==> config.mk <==
export PLATFORM = sky130hd
export DESIGN_NAME = sialu_fast
export DESIGN_NICKNAME = d
export VERILOG_FILES = /design/src/rtl/sialu_pkg.sv /design/src/rtl/sialu_fast.sv
export SDC_FILE = /design/constraint.sdc
export NUM_CORES = 2
export LEC_CHECK = 0
export ABC_AREA = 1
export BUFFER_PORTS_ARGS = -buffer_cell sky130_fd_sc_hd__clkbuf_2
export CAP_MARGIN = 0
export CORE_MARGIN = 4
export CORE_UTILIZATION = 30
export DETAILED_ROUTE_END_ITERATION = 7
export PLACE_DENSITY = 0.45
export SLEW_MARGIN = 25
export SYNTH_ARGS = -nofsm -noshare
export SYNTH_HDL_FRONTEND = slang
export SYNTH_SLANG_ARGS = --single-unit
==> constraint.sdc <==
create_clock -name i_clk -period 8.2 [get_ports i_clk]
set_input_delay 2.46 -clock i_clk [delete_from_list [all_inputs] [get_ports i_clk]]
set_output_delay 2.46 -clock i_clk [all_outputs]
set_load 0.005 [all_outputs]
==> src/rtl/sialu_pkg.sv <==
// sialu_pkg: operation codes, widths and shared types for the signed ALU.
// No dependencies.
package sialu_pkg;

    localparam int unsigned FIELD_W   = 32;
    localparam int unsigned FUNC_W    = 4;
    localparam int unsigned DEF_WIDTH = 32;

    typedef enum logic [FUNC_W-1:0] {
        OP_NEG  = 4'd0,
        OP_ADD  = 4'd1,
        OP_SUB  = 4'd2,
        OP_MUL  = 4'd3,
        OP_LT   = 4'd4,
        OP_GT   = 4'd5,
        OP_LE   = 4'd6,
        OP_GE   = 4'd7,
        OP_ABS  = 4'd8,
        OP_CMP  = 4'd9,
        OP_DIV  = 4'd10,
        OP_MOD  = 4'd11,
        OP_QUOT = 4'd12,
        OP_REM  = 4'd13,
        OP_U14  = 4'd14,
        OP_U15  = 4'd15
    } t_op;

    // sideband carried alongside a division request
    typedef struct packed {
        logic valid;
        t_op  op;
        logic neg_a;
        logic diff;
        logic zero_b;
    } t_ctl;

endpackage

==> src/rtl/sialu_fast.sv <==
// sialu_fast: non-division operations, three register stages (multiply split).
// Depends on sialu_pkg.
module sialu_fast
    import sialu_pkg::*;
#(
    parameter int unsigned WIDTH = DEF_WIDTH
) (
    input  logic             i_clk,
    input  logic [WIDTH-1:0] i_a,
    input  logic [WIDTH-1:0] i_b,
    input  t_op              i_op,
    output logic [WIDTH-1:0] o_value
);

    localparam int unsigned HW = WIDTH / 2;
    localparam int unsigned LW = WIDTH - HW;

    logic [WIDTH-1:0] r_simple1, r_simple2, r_simple3;
    logic             r_mul1, r_mul2;
    logic [WIDTH-1:0] r_pll, r_plh, r_phl;
    logic [WIDTH-1:0] r_prod;
    logic [WIDTH-1:0] n_simple;
    logic             w_lt, w_eq;

    always_comb begin
        w_eq = (i_a == i_b);
        w_lt = ($signed(i_a) < $signed(i_b));
        n_simple = '0;
        unique case (i_op)
            OP_NEG:  n_simple = '0 - i_a;
            OP_ADD:  n_simple = i_a + i_b;
            OP_SUB:  n_simple = i_a - i_b;
            OP_LT:   n_simple = WIDTH'(w_lt);
            OP_GT:   n_simple = WIDTH'(!w_lt && !w_eq);
            OP_LE:   n_simple = WIDTH'(w_lt || w_eq);
            OP_GE:   n_simple = WIDTH'(!w_lt);
            OP_ABS:  n_simple = i_a[WIDTH-1] ? ('0 - i_a) : i_a;
            OP_CMP:  n_simple = w_eq ? '0 : (w_lt ? WIDTH'(2) : WIDTH'(1));
            default: n_simple = '0;
        endcase
    end

    // stage 1: partial products of the low WIDTH bits
    always_ff @(posedge i_clk) begin
        r_simple1 <= n_simple;
        r_mul1    <= (i_op == OP_MUL);
        r_pll     <= WIDTH'({{HW{1'b0}}, i_a[LW-1:0]} * {{HW{1'b0}}, i_b[LW-1:0]});
        r_plh     <= WIDTH'(i_a[LW-1:0] * i_b[WIDTH-1:LW]);
        r_phl     <= WIDTH'(i_a[WIDTH-1:LW] * i_b[LW-1:0]);
    end

    // stage 2: combine
    always_ff @(posedge i_clk) begin
        r_simple2 <= r_simple1;
        r_mul2    <= r_mul1;
        r_prod    <= r_pll + ((r_plh + r_phl) << LW);
    end

    // stage 3: select
    always_ff @(posedge i_clk) begin
        r_simple3 <= r_mul2 ? r_prod : r_simple2;
    end

    assign o_value = r_simple3;

endmodule

# == After elaboration in Yosys (flattened, before gate mapping) ==
# Index checks and enable logic that the tools add are counted.
# totals
output_inout_bits,32
register_bits,194
elab_cells,38
inputBits,69
# classes
magnitude_cmp,1
mul,3
n_reduce_logical,5
eq_ne,10
n_addsub,5
muxes,5
# op_table
cell,count
$pmux 32 s9,1
$add 32x32->32,2
$mux 32,2
$eq 32x32->1,1
$lt 32x32->1,1
$mul 16x16->16,2
$mul 16x16->32,1
$sub 1x32->32 const A,1
$sub 32x32->32,1
$add 16x16->16,1
$eq 4x3->1 const B,4
$eq 4x2->1 const B,2
$eq 4x4->1 const B,2
$eq 4x1->1 const B,1
$logic_not 4->1,1
$mux 2,2
$logic_not 1->1,2
$logic_and 1x1->1,1
$logic_or 1x1->1,1

# == Depth between registers and ports, before layout ==
# logic_depth
word_depth,4
ltp_mapped,30
depth_no_buf,27

# == Worst setup path after synthesis ==
# Ideal clock, no wire load.
# synth_timing
kind,input port to flip-flop
start,input port i_a[12]
end,register r_pll[30]
stages,22
n_path_buf,2
arrival_time_ns,7.410
setup_time_ns,0.119
slack_ns,0.671
required_ns,8.081
cell_sequence,clkbuf_1 buf_1 nand2_1 fa_1 fa_1 fa_1 inv_1 fa_1 fa_1 inv_1 fa_1 inv_1 ha_1 a21oi_1 inv_1 a31oi_1 nand2_1 nand2_1 nand3_1 nand2_1 nand3_1 xor2_1
# synth_between
elab_chain_cells,1
# synth_lines
item,line,rtl
"start, declared",sialu_fast.sv:9,"input logic [WIDTH-1:0] i_a,"
$mul 16x16->32,sialu_fast.sv:47,"r_pll <= WIDTH'({{HW{1'b0}}, i_a[LW-1:0]} * {{HW{1'b0}}, i_b[LW-1:0]});"
"end signal, assigned",sialu_fast.sv:47,
"end, declared",sialu_fast.sv:20,"logic [WIDTH-1:0] r_pll, r_plh, r_phl;"
# Every way passes these cells.

# == Worst setup path in the final report ==
# layout_timing
start,input port i_a[5]
end,register r_pll[30]
# The elaborated chain is that of the path after synthesis.

==> key figures <==
Final layout
  – Final net count: 4,935
  – Fillers: roughly 11,000
  – Area occupied by registers: approximately 3900 um^2
  – Layout cells sized above 1: about 7.6%
  – Finished Core Util: between 30% and 40%
  – Non-Filler Instances: 5,506
  – Final Cell Area: about 32,000 um^2
  – Area occupied by multi-input gates: 21,000 um^2
  – P&R area growth vs syn: 9.38%

Critical path
  – Critical Path End Type: register
  – Cell mode on critical path: fa_1
  – Critical Path RT: 8.62 ns
  – Critical-path cell list: clkbuf_2 -> buf_4 -> nand2_1 -> inv_1 -> fa_1 -> fa_1 -> fa_1 -> fa_1 -> fa_1 -> inv_1 -> fa_1 -> inv_1 -> ha_1 -> nand2_1 -> inv_1 -> nand2_1 -> nor3_1 -> nand4_1 -> nand3_1 -> nand2_1 -> nand3_1 -> xor2_1
  – CP bufs+invs: 6
  – Arrival time at the worst endpoint: 7.79 ns
  – Critical Path Source Type: primary input
  – Peak per-stage delay on the critical path: roughly 0.53 ns
  – Crit path kind: in2reg
  – Critical Path Slowest Stage Cell: fa_1
  – Crit path max-delay family: adder cells
  – Critical Path Fanout Max: 14

Synth
  – Avg Cell Area, Syn: around 7.1 um^2
  – Sequential fraction of the synthesis area: between 10% and 20%
  – Syn_nets: 4,884
  – Yosys cell types: 63
  – Mapped Cells: ~4,200
  – Post-synthesis register bit count: 194
  – Mapped Area: between 20,000 and 30,000 um^2
  – Synth warn: 0
  – Synth Flop Type: dfxtp_1
  – Post-synth EDFFs: 0
  – Asr flop ratio synth: 0%

Pwr
  – Sw Ratio: approximately 56%
  – Worst vdd ir: roughly 0.00034 V
  – Cell Pwr Density: just under 400 nW/um^2
  – Clk pwr share: approximately 7.4%
  – Leakage power: 18.3 nW
  – Share of power burned in combinational logic: between 80% and 90%
  – Cell Int Power: between 0.005 and 0.006 W
  – Total power: approximately 0.013 W
  – Flop pwr share: between 10% and 20%
  – NetSw: between 0.007 and 0.008 W

GRT
  – Vias in the first global route: between 20,000 and 30,000
  – First-pass GRT wire length: 164 mm
  – Largest net degree at the start of global routing: 28
  – Total track usage: 21.2%
  – GR Overflow Total: 0
  – Initial antenna violation count: 8

Route
  – Drc violations: 0
  – Iteration-0 DRC Markers: around 1,800
  – Post-route ant nets: 0
  – Post-DR wirelength/cell: 19.6 um
  – Total number of vias: 25,900
  – Routed Wire Length: around 110 mm
  – DR pass1 iterations: 7
  – Via density: around 4.7

STA
  – Final Hold Fails: 0
  – RSZ-0062 raised after global routing: false
  – Fmax: ~140 MHz
  – Setup TNS: 0 ns
  – Final count of negative-setup-slack endpoints: 0
  – Final Slew Violations: 0
  – Final Cycle Share: between 80% and 90%
  – Worst clock skew: roughly 0.023 ns
  – Min Tclk post-route: 7.37 ns
  – Worst-Margin Slew: ~1 ns
  – Slew HR: about 33%

Die
  – Row count: between 100 and 150
  – Initial core utilization: 30.4%
  – # IOs: 101
  – Die ar.: slightly above 100,000 um^2
  – Die Wd: 322 um
  – Die height: 322 um
  – Total core area: between 90,000 and 100,000 um^2

CTS
  – Clk buf depth: 2
  – CTS clk-pin slew, worst paths: 0.10 ns
  – CTS tree: yes
  – Root Driver: clkbuf_16
  – CTS buffer count: 17
  – CTS hold repair buffers: 0
  – PostCTS Resize Cnt: 0
  – Htree depth: 4
  – Clk_lat worst skew: between 0.4 and 0.5 ns
  – Total clock sinks: between 150 and 200
  – Setup Buffers After CTS: 0

Run
  – MaxCap Viol Count: 0

Placement
  – PortBufs: 100
  – Placed instance count: 5,468
  – Dpl hpwl: 91.6 mm
  – Placer Congestion: 0.972
  – Area post-placement: ~32,000 um^2

Min path
  – Min-delay worst type: reg2reg

Outcome
  – Status: finished, final reports clean
## metal layers
metal | global-route usage, % | routed length, um
met4 | 6.92 | 3840
met3 | 2.63 | 6320
met2 | 33.6 | 47700
met5 | 0 | 0
met1 | 29.9 | 50300
## power groups by stage
stage	clock, W	combinational, W	sequential (W)
final	0.000929	0.0101	0.00153
after floorplan	0	0.00713	0.00142
after global placement	0	0.0102	0.00154
after global routing	0.000991	0.0116	0.00154
after detailed placement	0	0.0101	0.00155
after CTS	0.000961	0.0102	0.00152
## path summary, 6_finish.rpt
check / cells after the start / slack, ns / start / end
setup / recovery: 22 / 0.83 / i_a[5] / r_pll[30]
hold / removal: 0 / 0.32 / r_simple1[6] / r_simple2[6]
setup reg to reg: 20 / 4.56 / r_plh[0] / r_prod[29]
hold reg to reg: 0 / 0.32 / r_simple1[6] / r_simple2[6]
## placed cells by master, fill, tap and decap left out, types with 7 or more instances in the layout
cell,instances
clkbuf_2,100
nand4_1,34
fa_1,358
o21ai_0,103
a21oi_1,172
clkbuf_16,17
a21oi_2,7
buf_4,79
nand2_2,10
a21o_1,10
nand2_1,1068
inv_1,1012
nor2_2,9
ha_1,297
inv_2,20
xor2_1,74
nand3b_1,12
nor3_2,7
nor3_1,28
nand3_1,230
o21a_1,8
nor4_1,9
xnor2_1,23
mux2_2,32
o2111ai_1,10
a31oi_1,12
nor2_1,188
o21ai_1,20
dfxtp_1,194
o21bai_1,9
## flip-flops by register name (all words and copies together) (netlist names)
register,count
r_simple2,32
r_simple1,32
r_plh,16
r_mul1,1
r_mul2,1
r_pll,32
o_value,32
r_phl,16
r_prod,32
## layout make-up
cell class | instances | share of cell area, %
Tap cell | 1276 | 4.95
Inverter | 1037 | 12.1
Sequential cell | 194 | 12.0
Multi-Input combinational cell | 2776 | 65.0
Antenna cell | 6 | 0.0466
Clock inverter | 15 | 0.760
Clock buffer | 17 | 1.32
Timing Repair Buffer | 185 | 3.76
## metrics by stage
step,hold slack [ns],worst slack [ns]
floorplan,0.310,0.671
global placement,0.310,0.339
detailed placement,0.312,0.286
CTS,0.324,0.807
global route,0.322,0.516
finish,0.319,0.828
## cell families after synthesis
family	after synthesis	share of synthesized area, %
AND/OR/NAND/NOR	1617	23.0
XOR/XNOR	97	2.88
multiplexers	32	1.22
AO/OA/AOI/OAI	375	7.13
buffers and inverters	1190	15.7
flip-flops	194	13.2
adder cells (fa/ha/maj)	655	36.9
## cells in the mapped netlist (3+ instances only)
master | count | area, um^2
a21boi_0 | 3 | 22.5
a21o_1 | 10 | 75.1
a21oi_1 | 172 | 861
a21oi_2 | 7 | 61.3
a31oi_1 | 12 | 75.1
buf_1 | 18 | 67.6
buf_2 | 40 | 200
buf_4 | 8 | 60.1
buf_6 | 10 | 113
clkbuf_1 | 76 | 285
clkinv_2 | 3 | 15.0
dfxtp_1 | 194 | 3880
fa_1 | 358 | 7170
ha_1 | 297 | 3720
inv_1 | 1012 | 3800
inv_2 | 20 | 75.1
mux2_2 | 32 | 360
nand2_1 | 1068 | 4010
nand2_2 | 10 | 62.6
nand3_1 | 230 | 1150
nand3_2 | 3 | 30.0
nand3b_1 | 12 | 90.1
nand4_1 | 34 | 213
nand4_2 | 3 | 37.5
nor2_1 | 188 | 706
nor2_2 | 9 | 56.3
nor3_1 | 28 | 140
nor3_2 | 7 | 70.1
nor4_1 | 9 | 56.3
o2111ai_1 | 10 | 87.6
o211ai_1 | 5 | 37.5
o21a_1 | 8 | 60.1
o21ai_0 | 103 | 515
o21ai_1 | 20 | 100
o21bai_1 | 9 | 67.6
xnor2_1 | 23 | 201
xor2_1 | 74 | 648
Power figures use the tool's default switching activity.
